**src/rtl/core/bbtpc_pkg.sv**
```systemverilog
// Shared types and constants for the bar/beat/tick position counter.
package bbtpc_pkg;

  // Field widths of the stream words
  localparam int unsigned BarW    = 16;
  localparam int unsigned BeatW   = 8;
  localparam int unsigned DivW    = 8;
  localparam int unsigned TickW   = 16;
  localparam int unsigned InDataW  = BarW + BeatW + DivW + TickW;        // 48
  localparam int unsigned OutDataW = ((InDataW + 2 + 7) / 8) * 8;        // 56
  localparam int unsigned CmdW    = 2;
  localparam int unsigned CfgIdxW = 2;
  localparam int unsigned CfgDataW = 16;

  // Command codes
  typedef enum logic [CmdW-1:0] {
    CMD_ADD = 2'd0,
    CMD_SUB = 2'd1,
    CMD_CMP = 2'd2
  } cmd_e;

  // Configuration register indexes
  localparam logic [CfgIdxW-1:0] CFG_TICKS_PER_DIV = 2'd0;
  localparam logic [CfgIdxW-1:0] CFG_DIVS_PER_BEAT = 2'd1;
  localparam logic [CfgIdxW-1:0] CFG_BEATS_PER_BAR = 2'd2;

  // Configuration reset values
  localparam logic [15:0] RST_TICKS_PER_DIV = 16'd120;
  localparam logic [7:0]  RST_DIVS_PER_BEAT = 8'd4;
  localparam logic [7:0]  RST_BEATS_PER_BAR = 8'd4;

  // Operand position as it arrives on the input word
  typedef struct packed {
    logic [TickW-1:0] tick;
    logic [DivW-1:0]  division;
    logic [BeatW-1:0] beat;
    logic [BarW-1:0]  bar;
  } opd_t;

  // Status flags of one step
  typedef struct packed {
    logic clamped;
    logic was_less;
  } flags_t;

endpackage

```
**src/rtl/core/bbtpc_step.sv**
```systemverilog
// Combinational mixed-radix add / subtract / compare of the position.
module bbtpc_step #(
  parameter int unsigned BAR_WIDTH  = 16,
  parameter int unsigned TICK_WIDTH = 16
) (
  input  logic [15:0]                 ticks_per_div_i,
  input  logic [7:0]                  divs_per_beat_i,
  input  logic [7:0]                  beats_per_bar_i,
  input  bbtpc_pkg::cmd_e             cmd_i,
  input  bbtpc_pkg::opd_t             opd_i,
  input  logic [BAR_WIDTH-1:0]        bar_i,
  input  logic [7:0]                  beat_i,
  input  logic [7:0]                  div_i,
  input  logic [TICK_WIDTH-1:0]       tick_i,
  output logic [BAR_WIDTH-1:0]        bar_o,
  output logic [7:0]                  beat_o,
  output logic [7:0]                  div_o,
  output logic [TICK_WIDTH-1:0]       tick_o,
  output bbtpc_pkg::flags_t           flags_o
);

  // Working widths: bar compare/add room, tick radix room
  localparam int unsigned OW  = ((BAR_WIDTH > 16) ? BAR_WIDTH : 16) + 1;
  localparam int unsigned TRW = ((TICK_WIDTH > 16) ? TICK_WIDTH : 16) + 1;
  localparam logic [TRW-1:0] TICK_LIM = TRW'(1) << TICK_WIDTH;
  localparam logic [OW-1:0]  BAR_MAX  = (OW'(1) << BAR_WIDTH) - OW'(1);

  // Effective radices
  logic [7:0]            rb, rd;
  logic [TRW-1:0]        rt_w;
  logic [TICK_WIDTH:0]   rt;

  // Clamped digits
  logic [TRW-1:0]        pt_w, ot_w;
  logic [TICK_WIDTH-1:0] pt, ot;
  logic [7:0]            pbt, obt, pdv, odv;
  logic [OW-1:0]         pb, ob;

  // Add chain
  logic [TICK_WIDTH:0]   ts;
  logic [8:0]            ds, bs;
  logic                  tc, dc, bc;
  logic [OW-1:0]         rs;

  // Subtract chain
  logic [TICK_WIDTH:0]   tn, tr;
  logic [8:0]            dn, dr, bn, br;
  logic                  tb, db, bb;
  logic [OW-1:0]         rn;

  logic                  less;

  // Radices; a zero register acts as one
  always_comb begin
    rb   = (beats_per_bar_i == 8'd0) ? 8'd1 : beats_per_bar_i;
    rd   = (divs_per_beat_i == 8'd0) ? 8'd1 : divs_per_beat_i;
    rt_w = (ticks_per_div_i == 16'd0) ? TRW'(1) :
           ((TRW'(ticks_per_div_i) > TICK_LIM) ? TICK_LIM : TRW'(ticks_per_div_i));
    rt   = rt_w[TICK_WIDTH:0];
  end

  // Digit clamping to radix minus one
  always_comb begin
    pt_w = (TRW'(tick_i) >= rt_w) ? rt_w - TRW'(1) : TRW'(tick_i);
    ot_w = (TRW'(opd_i.tick) >= rt_w) ? rt_w - TRW'(1) : TRW'(opd_i.tick);
    pt   = pt_w[TICK_WIDTH-1:0];
    ot   = ot_w[TICK_WIDTH-1:0];
    pdv  = (div_i >= rd) ? rd - 8'd1 : div_i;
    odv  = (opd_i.division >= rd) ? rd - 8'd1 : opd_i.division;
    pbt  = (beat_i >= rb) ? rb - 8'd1 : beat_i;
    obt  = (opd_i.beat >= rb) ? rb - 8'd1 : opd_i.beat;
    pb   = OW'(bar_i);
    ob   = OW'(opd_i.bar);
  end

  // Old position below operand, bar digit first
  always_comb begin
    less = (pb < ob) ||
           ((pb == ob) && ((pbt < obt) ||
           ((pbt == obt) && ((pdv < odv) ||
           ((pdv == odv) && (pt < ot))))));
  end

  // Add with carry, wrap at each radix, saturate bar
  always_comb begin
    ts = {1'b0, pt} + {1'b0, ot};
    tc = (ts >= rt);
    if (tc) begin
      ts = ts - rt;
    end
    ds = {1'b0, pdv} + {1'b0, odv} + {8'd0, tc};
    dc = (ds >= {1'b0, rd});
    if (dc) begin
      ds = ds - {1'b0, rd};
    end
    bs = {1'b0, pbt} + {1'b0, obt} + {8'd0, dc};
    bc = (bs >= {1'b0, rb});
    if (bc) begin
      bs = bs - {1'b0, rb};
    end
    rs = pb + ob + OW'(bc);
  end

  // Subtract with borrow
  always_comb begin
    tn = {1'b0, ot};
    tb = (tn > {1'b0, pt});
    tr = tb ? ({1'b0, pt} + rt - tn) : ({1'b0, pt} - tn);
    dn = {1'b0, odv} + {8'd0, tb};
    db = (dn > {1'b0, pdv});
    dr = db ? ({1'b0, pdv} + {1'b0, rd} - dn) : ({1'b0, pdv} - dn);
    bn = {1'b0, obt} + {8'd0, db};
    bb = (bn > {1'b0, pbt});
    br = bb ? ({1'b0, pbt} + {1'b0, rb} - bn) : ({1'b0, pbt} - bn);
    rn = ob + OW'(bb);
  end

  // Command select; clamped digits are written back on compare too
  always_comb begin
    bar_o            = pb[BAR_WIDTH-1:0];
    beat_o           = pbt;
    div_o            = pdv;
    tick_o           = pt;
    flags_o.was_less = less;
    flags_o.clamped  = 1'b0;
    unique case (cmd_i)
      bbtpc_pkg::CMD_ADD: begin
        beat_o = bs[7:0];
        div_o  = ds[7:0];
        tick_o = ts[TICK_WIDTH-1:0];
        if (rs > BAR_MAX) begin
          bar_o           = BAR_MAX[BAR_WIDTH-1:0];
          flags_o.clamped = 1'b1;
        end else begin
          bar_o = rs[BAR_WIDTH-1:0];
        end
      end
      bbtpc_pkg::CMD_SUB: begin
        if (less) begin
          bar_o           = '0;
          beat_o          = '0;
          div_o           = '0;
          tick_o          = '0;
          flags_o.clamped = 1'b1;
        end else begin
          bar_o  = (rn > pb) ? '0 : BAR_WIDTH'(pb - rn);
          beat_o = br[7:0];
          div_o  = dr[7:0];
          tick_o = tr[TICK_WIDTH-1:0];
        end
      end
      default: begin
        // compare and unused code keep the position
      end
    endcase
  end

endmodule

```
**src/rtl/core/bar_beat_tick_position_counter.sv**
```systemverilog
// Top level of the bar/beat/division/tick position counter.
//
//  port group  dir  width  word contents (low bit first)
//  s_axis      in   48+2   tdata: operand bar, beat, division, tick; tuser: cmd
//  m_axis      out  56     tdata: bar, beat, division, tick, was_less, clamped
//  cfg         in   16     index 0 tick radix, 1 division radix, 2 beat radix
//
// One word per cycle sustained while m_axis is ready. A word waits in the input
// register until the output register is free; then the four-digit carry chain
// updates the position and loads the output register, raising tvalid, at the same edge.
// Reset clears the position and loads the default radices (120, 4, 4).
// A stall on m_axis holds the output word; the input register still takes a
// new word whenever it moves into the output register in the same cycle.
module bar_beat_tick_position_counter #(
  parameter int unsigned BAR_WIDTH  = 16,
  parameter int unsigned TICK_WIDTH = 16
) (
  input  logic                               clk_i,
  input  logic                               rst_ni,
  input  logic                               s_axis_tvalid,
  output logic                               s_axis_tready,
  // operand_bar, operand_beat, operand_division, operand_tick
  input  logic [bbtpc_pkg::InDataW-1:0]      s_axis_tdata,
  // cmd
  input  logic [bbtpc_pkg::CmdW-1:0]         s_axis_tuser,
  output logic                               m_axis_tvalid,
  input  logic                               m_axis_tready,
  // pos_bar, pos_beat, pos_division, pos_tick, was_less, clamped, zero pad
  output logic [bbtpc_pkg::OutDataW-1:0]     m_axis_tdata,
  input  logic                               cfg_we_i,
  input  logic [bbtpc_pkg::CfgIdxW-1:0]      cfg_idx_i,
  input  logic [bbtpc_pkg::CfgDataW-1:0]     cfg_wdata_i
);

  localparam int unsigned OW  = ((BAR_WIDTH > 16) ? BAR_WIDTH : 16);
  localparam int unsigned TRW = ((TICK_WIDTH > 16) ? TICK_WIDTH : 16);

  // Configuration registers
  logic [15:0] tpd_q;
  logic [7:0]  dpb_q, bpb_q;

  // Input register
  logic                  in_valid_q, in_valid_d;
  bbtpc_pkg::cmd_e       in_cmd_q;
  bbtpc_pkg::opd_t       in_opd_q;

  // Position state
  logic [BAR_WIDTH-1:0]  bar_q, bar_d;
  logic [7:0]            beat_q, beat_d;
  logic [7:0]            div_q, div_d;
  logic [TICK_WIDTH-1:0] tick_q, tick_d;
  bbtpc_pkg::flags_t     flags;

  // Output register
  logic                  out_valid_q, out_valid_d;
  logic [bbtpc_pkg::OutDataW-1:0] out_data_q, out_data_d;

  logic s_fire, advance, m_fire;
  logic [OW-1:0]  bar_ext;
  logic [TRW-1:0] tick_ext;

  // Handshake
  assign m_fire        = out_valid_q && m_axis_tready;
  assign advance       = in_valid_q && (!out_valid_q || m_axis_tready);
  assign s_axis_tready = !in_valid_q || advance;
  assign s_fire        = s_axis_tvalid && s_axis_tready;
  assign m_axis_tvalid = out_valid_q;
  assign m_axis_tdata  = out_data_q;

  // Configuration writes
  always_ff @(posedge clk_i or negedge rst_ni) begin
    if (!rst_ni) begin
      tpd_q <= bbtpc_pkg::RST_TICKS_PER_DIV;
      dpb_q <= bbtpc_pkg::RST_DIVS_PER_BEAT;
      bpb_q <= bbtpc_pkg::RST_BEATS_PER_BAR;
    end else if (cfg_we_i) begin
      unique case (cfg_idx_i)
        bbtpc_pkg::CFG_TICKS_PER_DIV: tpd_q <= cfg_wdata_i;
        bbtpc_pkg::CFG_DIVS_PER_BEAT: dpb_q <= cfg_wdata_i[7:0];
        bbtpc_pkg::CFG_BEATS_PER_BAR: bpb_q <= cfg_wdata_i[7:0];
        default: begin
          // no register at this index
        end
      endcase
    end
  end

  // Input register valid
  always_comb begin
    in_valid_d = in_valid_q;
    if (s_fire) begin
      in_valid_d = 1'b1;
    end else if (advance) begin
      in_valid_d = 1'b0;
    end
  end

  always_ff @(posedge clk_i or negedge rst_ni) begin
    if (!rst_ni) begin
      in_valid_q <= 1'b0;
    end else begin
      in_valid_q <= in_valid_d;
    end
  end

  // Input payload
  always_ff @(posedge clk_i) begin
    if (s_fire) begin
      in_cmd_q <= bbtpc_pkg::cmd_e'(s_axis_tuser);
      in_opd_q <= bbtpc_pkg::opd_t'(s_axis_tdata);
    end
  end

  // Position arithmetic
  bbtpc_step #(
    .BAR_WIDTH  (BAR_WIDTH),
    .TICK_WIDTH (TICK_WIDTH)
  ) u_step (
    .ticks_per_div_i (tpd_q),
    .divs_per_beat_i (dpb_q),
    .beats_per_bar_i (bpb_q),
    .cmd_i           (in_cmd_q),
    .opd_i           (in_opd_q),
    .bar_i           (bar_q),
    .beat_i          (beat_q),
    .div_i           (div_q),
    .tick_i          (tick_q),
    .bar_o           (bar_d),
    .beat_o          (beat_d),
    .div_o           (div_d),
    .tick_o          (tick_d),
    .flags_o         (flags)
  );

  // Position state update
  always_ff @(posedge clk_i or negedge rst_ni) begin
    if (!rst_ni) begin
      bar_q  <= '0;
      beat_q <= '0;
      div_q  <= '0;
      tick_q <= '0;
    end else if (advance) begin
      bar_q  <= bar_d;
      beat_q <= beat_d;
      div_q  <= div_d;
      tick_q <= tick_d;
    end
  end

  // Result word
  always_comb begin
    bar_ext    = OW'(bar_d);
    tick_ext   = TRW'(tick_d);
    out_data_d = bbtpc_pkg::OutDataW'({flags.clamped, flags.was_less, tick_ext[15:0],
                                       div_d, beat_d, bar_ext[15:0]});
    out_valid_d = out_valid_q;
    if (advance) begin
      out_valid_d = 1'b1;
    end else if (m_fire) begin
      out_valid_d = 1'b0;
    end
  end

  always_ff @(posedge clk_i or negedge rst_ni) begin
    if (!rst_ni) begin
      out_valid_q <= 1'b0;
    end else begin
      out_valid_q <= out_valid_d;
    end
  end

  always_ff @(posedge clk_i) begin
    if (advance) begin
      out_data_q <= out_data_d;
    end
  end

endmodule

```
**config.mk**
```make
export PLATFORM = sky130hd
export DESIGN_NAME = bar_beat_tick_position_counter
export DESIGN_NICKNAME = d
export VERILOG_FILES = /design/src/rtl/core/bbtpc_pkg.sv /design/src/rtl/core/bbtpc_step.sv /design/src/rtl/core/bar_beat_tick_position_counter.sv
export SDC_FILE = /design/constraint.sdc
export NUM_CORES = 1
export LEC_CHECK = 0
export BUFFER_PORTS_ARGS = -buffer_cell sky130_fd_sc_hd__buf_2
export CORE_AREA = 3 3 205 207
export CTS_BUF_LIST = sky130_fd_sc_hd__clkbuf_16
export CTS_CLUSTER_SIZE = 25
export DETAILED_ROUTE_END_ITERATION = 8
export DIE_AREA = 0 0 208 210
export GPL_TIMING_DRIVEN = 0
export PLACE_DENSITY = 0.72
export SLEW_MARGIN = 20
export SYNTH_ARGS = -nofsm -noshare
export SYNTH_HDL_FRONTEND = slang
export SYNTH_SLANG_ARGS = --single-unit
```
**constraint.sdc**
```tcl
create_clock -name clk_i -period 21.5 [get_ports clk_i]
set_input_delay 4.3 -clock clk_i [delete_from_list [all_inputs] [get_ports clk_i]]
set_output_delay 4.3 -clock clk_i [all_outputs]
set_load 0.005 [all_outputs]
```
* After elaboration in Yosys (flattened, before gate mapping)
Cells that the tools add are included.
** Storage, ports and cells
- Flip-flop bits (word level) :: 182
- Bits of input ports :: 73
- Output and inout port bits :: 58
- Logic and storage cells :: 122
** Cells by class
- Add/subtract/negate cells :: 26
- Magnitude comparators :: 19
- Equal/unequal tests :: 6
- Muxes and demuxes :: 33
- Reduce and logical (&&, ||, !) cells :: 23
** Operators with widths (count)
- $mux 16 :: 8
- $mux 8 :: 12
- $pmux 16 s2 :: 2
- $sub 16x16->16 :: 4
- $sub 8x8->8 :: 6
- $add 16x16->17 :: 2
- $ge 16x17->1 :: 2
- $mux 17 :: 2
- $ge 8x8->1 :: 4
- $lt 16x16->1 :: 2
- $pmux 8 s2 :: 2
- $add 8x1->9 :: 2
- $add 8x8->9 :: 2
- $add 9x1->9 :: 2
- $ge 9x8->1 :: 2
- $gt 9x8->1 :: 2
- $add 16x1->17 :: 1
- $add 17x1->17 :: 1
- $ge 17x17->1 :: 1
- $gt 16x17->1 const B :: 1
- $gt 17x16->1 :: 1
- $gt 17x16->1 const B :: 1
- $add 16x16->16 :: 1
- $add 8x8->8 :: 2
- other kinds (18) :: 42

* Logic depth before layout (Yosys ltp)
Gate-level depths: netlist of run 1.
- Depth after elaboration :: 15
- Mapped depth :: 72
- Depth with buffers taken out :: 67

* Cells and area by module
A second synthesis of run 1 with hierarchy kept.
** Second synthesis, totals
- Cells, all modules :: 2167
- Area total of the unflattened synthesis :: 20061.7 um2
** Modules (own cells, without submodules)
- bbtpc_step :: instances 1, cells an instance 1882, area each 13927.1 um2, seq. area each 0.0 um2
- bar_beat_tick_position_counter :: instances 1, cells an instance 285, area each 6134.6 um2, seq. area each 5062.4 um2

* Worst setup path after synthesis of run 1
Ideal clock, no wire load.
- Path kind :: register -> register
- Start :: register tpd_q[5]
- End :: register bar_q[10]
- Setup time :: 0.125 ns
- Arrival time :: 14.927 ns
- Data required time :: 21.375 ns
- Path slack :: 6.448 ns
- Cell stages (with the launch flop) :: 71
- Buffers on the path :: 5
- Clock period less this slack :: 15.052 ns
- Cell sequence :: dfstp_2 -> or4_1 -> nor3_1 -> nand3_1 -> nand2b_1 -> ha_1 -> nand4_1 -> nor4_1 -> a211o_1 -> a21oi_1 -> o21ai_0 -> a21oi_1 -> clkbuf_1 -> mux2i_1 -> ha_1 -> fa_1 -> a211oi_1 -> o21ai_0 -> [35 not listed] -> nor2_1 -> a2111oi_0 -> a21bo_2 -> buf_2 -> inv_1 -> fa_1 -> inv_1 -> fa_1 -> nand2b_1 -> a221o_1 -> a221oi_1 -> a221oi_1 -> o31ai_1 -> nor2b_1 -> o311ai_2 -> clkbuf_1 -> o211ai_1 -> mux2_2
** Between the ends
- Longest elaborated chain between the ends :: 15
- Elaborated cells between the ends (all ways) :: 36
- Those cells by class :: add/sub: 9; order compare: 12; mux: 8; reduce/logical: 7
** Ends and longest elaborated chain
- start: declaration :: RTL line bar_beat_tick_position_counter.sv:39 : logic [15:0] tpd_q;
- start signal: assignment :: RTL line bar_beat_tick_position_counter.sv:73 : tpd_q <= bbtpc_pkg::RST_TICKS_PER_DIV;
- start signal: assignment :: RTL line bar_beat_tick_position_counter.sv:78 : bbtpc_pkg::CFG_TICKS_PER_DIV: tpd_q <= cfg_wdata_i;
- $gt 16x17->1 :: RTL line bbtpc_step.sv:58 : ((TRW'(ticks_per_div_i) > TICK_LIM) ? TICK_LIM : TRW'(ticks_per_div_i));
- $mux 17 :: RTL line bbtpc_step.sv:58
- $mux 17 (*) :: RTL line bbtpc_step.sv:57 : rt_w = (ticks_per_div_i == 16'd0) ? TRW'(1) :
- $sub 16x1->16, or another cell as far along :: RTL line bbtpc_step.sv:64, bbtpc_step.sv:65
- $mux 16, on equally long branches :: RTL line bbtpc_step.sv:64, bbtpc_step.sv:65
- $add 16x16->17 or $gt 16x16->1 (tied branches) :: RTL line bbtpc_step.sv:86, bbtpc_step.sv:107
- $ge 17x17->1 or $add 8x1->9 (tied branches) :: RTL line bbtpc_step.sv:87, bbtpc_step.sv:109
- $add 9x1->9 or $gt 9x8->1 (tied branches) :: RTL line bbtpc_step.sv:91, bbtpc_step.sv:110
- $ge 9x8->1 or $add 8x1->9 (tied branches) :: RTL line bbtpc_step.sv:92, bbtpc_step.sv:112
- $add 9x1->9 or $gt 9x8->1 (tied branches) :: RTL line bbtpc_step.sv:96, bbtpc_step.sv:113
- $ge 9x8->1 or $add 16x1->17 (tied branches) :: RTL line bbtpc_step.sv:97, bbtpc_step.sv:115
- $add 17x1->17, or another cell as far along :: RTL line bbtpc_step.sv:101 : rs = pb + ob + OW'(bc);
- $gt 17x16->1 or $mux 16 (tied branches) :: RTL line bbtpc_step.sv:131, bbtpc_step.sv:146
- $mux 16, on equally long branches :: RTL line bbtpc_step.sv:131, bbtpc_step.sv:139
- $pmux 16 s2 (*) :: RTL line bbtpc_step.sv:126 : unique case (cmd_i)
- named net bar_d[10] :: RTL line bar_beat_tick_position_counter.sv:48 : logic [BAR_WIDTH-1:0] bar_q, bar_d;
- end signal: assignment :: RTL line bar_beat_tick_position_counter.sv:143 : bar_q <= bar_d;
- end: declaration :: RTL line bar_beat_tick_position_counter.sv:48
Mark *: on every way through the listed nets, which the timed path passes. The rest lies on a longest branch.
A chain may end at the register's enable or synchronous reset.

* Worst setup path in the final report of run 1
- Start :: register tpd_q[11]
- End :: register out_data_q, in the netlist m_axis_tdata[0], data pin
** Between the ends
- Longest elaborated chain between the ends :: 15
- Elaborated cells between the ends (all ways) :: 36
- Those cells by class :: add/sub: 9; order compare: 12; mux: 8; reduce/logical: 7
** Ends and longest elaborated chain
- $gt 16x17->1 :: RTL line bbtpc_step.sv:58
- $mux 17 :: RTL line bbtpc_step.sv:58
- $mux 17 (*) :: RTL line bbtpc_step.sv:57
- $sub 16x1->16, or another cell as far along :: RTL line bbtpc_step.sv:64, bbtpc_step.sv:65
- $mux 16, on equally long branches :: RTL line bbtpc_step.sv:64, bbtpc_step.sv:65
- $add 16x16->17 or $gt 16x16->1 (tied branches) :: RTL line bbtpc_step.sv:86, bbtpc_step.sv:107
- $ge 17x17->1 or $add 8x1->9 (tied branches) :: RTL line bbtpc_step.sv:87, bbtpc_step.sv:109
- $add 9x1->9 or $gt 9x8->1 (tied branches) :: RTL line bbtpc_step.sv:91, bbtpc_step.sv:110
- $ge 9x8->1 or $add 8x1->9 (tied branches) :: RTL line bbtpc_step.sv:92, bbtpc_step.sv:112
- $add 9x1->9 or $gt 9x8->1 (tied branches) :: RTL line bbtpc_step.sv:96, bbtpc_step.sv:113
- $ge 9x8->1 or $add 16x1->17 (tied branches) :: RTL line bbtpc_step.sv:97, bbtpc_step.sv:115
- $add 17x1->17, or another cell as far along :: RTL line bbtpc_step.sv:101
- $gt 17x16->1 or $mux 16 (tied branches) :: RTL line bbtpc_step.sv:131, bbtpc_step.sv:146
- $mux 16, on equally long branches :: RTL line bbtpc_step.sv:131, bbtpc_step.sv:139
- $pmux 16 s2 (*) :: RTL line bbtpc_step.sv:126
- named net bar_d[0] :: RTL line bar_beat_tick_position_counter.sv:48
- end signal: assignment :: RTL line bar_beat_tick_position_counter.sv:174 : out_data_q <= out_data_d;
- end: declaration :: RTL line bar_beat_tick_position_counter.sv:56 : logic [bbtpc_pkg::OutDataW-1:0] out_data_q, out_data_d;
Marks and branches as above.

==> results of run 1 <==
worst max-delay path: cells and delay by family, from the launching register on:
family	cells	cell delay, ns
AO/OA/AOI/OAI	28	8.17
adder cells (fa/ha/maj)	12	3.86
AND/OR/NAND/NOR	17	3.25
buffers and inverters	11	2.70
XOR/XNOR	3	0.59
flip-flops	1	0.46
multiplexers	1	0.30
state kept, by name, indices dropped and copies added, names as in the netlist, 2 cells and up:
signal / flops
tick_q: 16
m_axis_tdata: 50
div_q: 8
beat_q: 8
in_cmd_q: 2
bpb_q: 8
bar_q: 16
dpb_q: 8
in_opd_q: 48
tpd_q: 16
layout by cell type, fill, tap and decap left out, types with 8 or more instances in the layout:
master,count
nor4_1,20
nand2b_1,35
and3_1,21
nand3_1,35
nor2b_1,38
mux2_2,110
o21bai_1,12
a211o_1,11
inv_1,240
a211oi_1,23
or2_2,10
and2_1,11
nor3_1,41
a21oi_1,119
a31oi_1,31
o211ai_1,23
or3_1,17
mux2i_1,56
edfxtp_1,100
a221o_1,10
xor2_1,33
o21a_1,24
clkbuf_16,17
a2111oi_0,8
nand2_1,107
clkbuf_1,54
o21ai_0,115
xnor2_1,115
a21o_1,44
a22oi_1,24
fa_1,43
nor2_1,127
dfrtp_1,76
nand4_1,28
buf_2,130
ha_1,291
o31ai_1,11
cell families after synthesis:
kind of cell / Yosys count / synth area share [%]
compound gates: 534 / 17.7
simple gates: 520 / 13.1
fa+ha+maj: 334 / 22.3
buf+inv: 316 / 6.30
flops: 182 / 25.1
mux: 168 / 9.07
xor+xnor: 148 / 6.43
other cells: 1 / 0.0186
through the flow:
step / utilization [%] / std cells / worst slack (ns) / hold WS [ns] / area (um2)
2_1_floorplan: - / 2208 / 6.45 / 0.457 / 20200
3_3_place_gp: 52.9 / 2864 / 2.48 / 0.469 / 21500
3_5_place_dp: 53.1 / 2867 / 2.14 / 0.499 / 21500
4_1_cts: 54.6 / 2899 / 2.04 / 0.515 / 22100
5_1_grt: 54.6 / 2899 / 0.737 / 0.531 / 22100
6_report: 54.6 / 2900 / 1.78 / 0.516 / 22100
layer usage:
layer / part of all wire, % / wire length, um / vias up
met3: 5.3 / 3320 / 162
li1: - / - / 8247
met2: 49 / 30700 / 615
met1: 41 / 26000 / 8426
met4: 4.7 / 2990 / 0
met5: 0 / 0 / -
final cells by class:
type                       count  area share [%]
buffer                        76            1.69
clock buffer                  17            1.92
antenna                        1          0.0113
sequential                   182            22.9
clock inverter                15           0.684
inverter                     240            4.07
tap                          532            3.01
timing repair buffer         127            3.14
multi-input combinational   1710            62.6
final timing paths:
| kind | start | end | slack, ns | depth (start not counted) |
|---|---|---|---|---|
| worst max-delay path | tpd_q[11] | m_axis_tdata[0] | 1.78 | 72 |
| worst min-delay path | in_valid_q | m_axis_tvalid | 0.52 | 1 |
| worst max register to register | tpd_q[11] | m_axis_tdata[0] | 1.78 | 72 |
| worst min register to register | in_valid_q | m_axis_tvalid | 0.52 | 1 |
| max in group asynchronous | rst_ni | dpb_q[2] | 17.15 | 2 |
| min in group asynchronous | rst_ni | bar_q[10] | 3.67 | 1 |
==> results.py, run 1 <==
metrics = {
    "status": {
        "outcome": "complete, no violations",
    },
    "yosys": {
        "ys_top_cells_by_area": "ha_1 18%, edfxtp_1 15%, dfrtp_1 9.4%, mux2_2 6.1%, xnor2_1 5.0%",
        "syn_avg_cell_area_um2": 9.15,
        "synth_edf_count": 100,
        "synthMostInstantiatedCell": "ha_1",
        "ys_async_sr_fraction_pct": 45.1,
        "ys.warnings.count": 0,
        "synthesis.area_um2": 20200,
        "synth_cell_types": 82,
        "ys_seq_area_share_pct": 25.1,
        "synth_top_area_share_pct": 18.1,
        "synth_top_area_cell": "ha_1",
        "synth_seq_cells": 182,
        "netlist_top_cells_count": "291 x ha_1, 238 x inv_1, 127 x nor2_1, 119 x a21oi_1",
        "synth_cells": 2203,
        "ys.flop_type": "edfxtp_1",
    },
    "floorplanning": {
        "rows": 74,
        "ioPinCount": 131,
        "die_h_um": 210,
        "die_x_um": 208,
        "die_area_um2": 43700,
        "core_um2": 40600,
        "initial_utilization_pct": 49.7,
    },
    "sta": {
        "period_share_pct": 91.7,
        "timing.final.crit_period_ns": 19.72,
        "skew_ns": 0.0186,
        "worst_pin_slew_ns": 1.16,
        "drv_slew": 0,
        "setup_viol": 0,
        "final.setup.tns_ns": 0,
        "maxSlewHeadroom_pct": 22.9,
        "grt_setup_unrepaired": "no",
        "max_freq_mhz": 50.7,
        "finalHoldViolations": 0,
    },
    "clock_network": {
        "clockBufferDepth": 2,
        "cts_hold_buf": 0,
        "path_clk_slew_ns": 0.07,
        "cts_made_buffers": 17,
        "cts_tree": "built",
        "clock_sinks": 182,
        "cts_root_buffer": "clkbuf_16",
        "h-tree-depth": 4,
        "cts_setup_buffers": 0,
        "worstSkewPairLatency_ns": 0.51,
        "ctsResizeCount": 0,
    },
    "setup_path": {
        "arrival_ns": 19.91,
        "crit_required_ns": 21.68,
        "startpoint_type": "flop",
        "critPathMaxFanout": 10,
        "critPathCaptureType": "flop",
        "crit_path_top_delay_cell": "o311ai_2",
        "slowest_delay_ns": 0.74,
        "crit_type": "reg -> reg",
        "cpMostUsedCell": "fa_1",
    },
    "cells_and_area": {
        "nNetsFinal": 2761,
        "drive_gt1_share_pct": 13.4,
        "fillers": 3758,
        "regArea_um2": 5060,
        "syn_to_final_growth_pct": 9.74,
        "multi_input_area_um2": 13900,
    },
    "drt": {
        "detail-route-antenna-nets": 0,
        "firstDrtPassIters": 5,
        "via_per_inst": 6.02,
        "finalWirelength_um": 63100,
        "drc": 0,
        "avgRoutedWirePerCell_um": 21.7,
        "drtIter0Drc": 1172,
        "via_count": 17500,
    },
    "place": {
        "place_hpwl_um": 50900,
        "place.port_buffers": 124,
        "gp_congestion": 0.960,
    },
    "run": {
        "drv_cap": 0,
    },
    "global_route": {
        "grt_antenna_before_repair": 0,
        "track_usage_pct": 28.7,
        "use_met2_pct": 50.3,
        "gr-max-usage-layer": "met2",
        "grt_pass1_wl_um": 97800,
        "met1_usage_pct": 34.5,
        "grt_pass1_vias": 17900,
        "grt_overflow": 0,
        "use_met3_pct": 4.36,
        "grt_max_degree": 56,
    },
    "min_path": {
        "hold_class": "reg -> reg",
    },
}
Power of run 1 is not shown: default switching activity piles up to over one toggle a cycle in this logic, so the estimate is an artifact.
==> run 2, diff against run 1 <==
CAP_MARGIN = 20   (was default)
CORE_AREA = 3 3 216 218   (was 3 3 205 207)
DIE_AREA = 0 0 219 221   (was 0 0 208 210)
PLACE_DENSITY = 0.67   (was 0.72)
==> results.py, run 2 (synthesized netlist as in run 1, its figures left out) <==
metrics = {
    "cells_and_area": {
        "fillers": 4292,
        "nNetsFinal": 2761,
        "final_cell_mix": "291 x ha_1, 238 x inv_1, 130 x buf_2, 127 x nor2_1, 119 x a21oi_1",
        "final_common_cell": "ha_1",
        "syn_to_final_growth_pct": 10.3,
        "largest_register_ffs": 50,
        "diodes": 0,
        "final_core_util_pct": 49.3,
        "drive_gt1_share_pct": 13.6,
    },
    "floorplanning": {
        "die_h_um": 221,
        "rows": 78,
        "initial_utilization_pct": 44.7,
        "ioPinCount": 131,
        "die_area_um2": 48400,
        "core_um2": 45100,
        "die_x_um": 219,
    },
    "sta": {
        "skew_ns": 0.0154,
        "timing.final.crit_period_ns": 19.47,
        "setup_viol": 0,
        "worst_pin_slew_ns": 1.10,
        "final.setup.tns_ns": 0,
        "period_share_pct": 90.6,
        "max_freq_mhz": 51.4,
        "maxSlewHeadroom_pct": 26.3,
        "finalHoldViolations": 0,
        "drv_slew": 0,
        "grt_setup_unrepaired": "no",
    },
    "run": {
        "drv_cap": 0,
    },
    "min_path": {
        "hold_class": "reg -> reg",
    },
    "place": {
        "place.port_buffers": 124,
        "place_hpwl_um": 51700,
        "gp_congestion": 0.963,
    },
    "clock_network": {
        "clock_sinks": 182,
        "cts_made_buffers": 17,
        "cts_setup_buffers": 0,
        "worstSkewPairLatency_ns": 0.51,
        "cts_hold_buf": 0,
        "cts_root_buffer": "clkbuf_16",
        "h-tree-depth": 4,
        "ctsResizeCount": 0,
        "path_clk_slew_ns": 0.08,
        "cts_tree": "built",
        "clockBufferDepth": 2,
    },
    "drt": {
        "via_count": 17500,
        "detail-route-antenna-nets": 0,
        "finalWirelength_um": 64000,
        "drc": 0,
        "via_per_inst": 5.89,
        "drtIter0Drc": 1458,
        "avgRoutedWirePerCell_um": 21.6,
        "firstDrtPassIters": 5,
    },
    "setup_path": {
        "path_buf_inv": 11,
        "crit_required_ns": 21.90,
        "critPathMaxFanout": 10,
        "crit_type": "reg -> reg",
        "cpMostUsedCell": "fa_1",
        "arrival_ns": 19.87,
        "startpoint_type": "flop",
        "crit_path_top_delay_cell": "o311ai_2",
        "path_delay_family": "compound AO/OA/AOI/OAI gates",
        "slowest_delay_ns": 0.76,
        "critPathCaptureType": "flop",
    },
    "status": {
        "outcome": "complete, no violations",
    },
    "global_route": {
        "grt_antenna_before_repair": 0,
        "track_usage_pct": 26.7,
        "grt_max_degree": 49,
        "grt_pass1_wl_um": 99700,
        "grt_pass1_vias": 17600,
        "grt_overflow": 0,
    },
}
==> run 2: through the flow <==
| stage | cell area (um2) | worst slack [ns] | hold WS (ns) | instances |
|---|---|---|---|---|
| final | 22200 | 2.03 | 0.512 | 2967 |
| after global routing | 22200 | 0.796 | 0.551 | 2967 |
| after CTS | 22200 | 2.18 | 0.510 | 2967 |
| after detailed placement | 21600 | 2.27 | 0.487 | 2935 |
| after global placement | 21600 | 2.44 | 0.467 | 2932 |
| after floorplan | 20200 | 6.45 | 0.457 | 2208 |
==> run 2: area by class of cell <==
class / count / area (um2) / share of cell area (%)
Multi-Input combinational cell: 1710 / 13900 / 62.3
Sequential cell: 182 / 5060 / 22.8
Inverter: 240 / 901 / 4.05
Tap cell: 600 / 751 / 3.37
Timing Repair Buffer: 127 / 702 / 3.16
Clock buffer: 17 / 425 / 1.91
Buffer: 76 / 373 / 1.68
Clock inverter: 15 / 179 / 0.804
==> run 2: metal layers <==
metal | wire [um] | track usage (%) | share of wire, %
met4 | 2660 | 11.5 | 4.2
met2 | 29400 | 42.9 | 46
met3 | 3680 | 4.06 | 5.7
met5 | 0 | 0 | 0
met1 | 28300 | 35.7 | 44
==> run 2: final timing paths <==
path                            endpoint  slack (ns)  startpoint  depth (start not counted)
hold / removal             m_axis_tvalid        0.51  in_valid_q                          1
min in group asynchronous       bar_q[6]        3.69      rst_ni                          1
setup / recovery               bar_q[10]        2.03   tpd_q[12]                         72
max in group asynchronous       tpd_q[5]       17.13      rst_ni                          2
setup reg to reg               bar_q[10]        2.03   tpd_q[12]                         72
hold reg to reg            m_axis_tvalid        0.51  in_valid_q                          1
Power of run 2 is left out for the same reason.
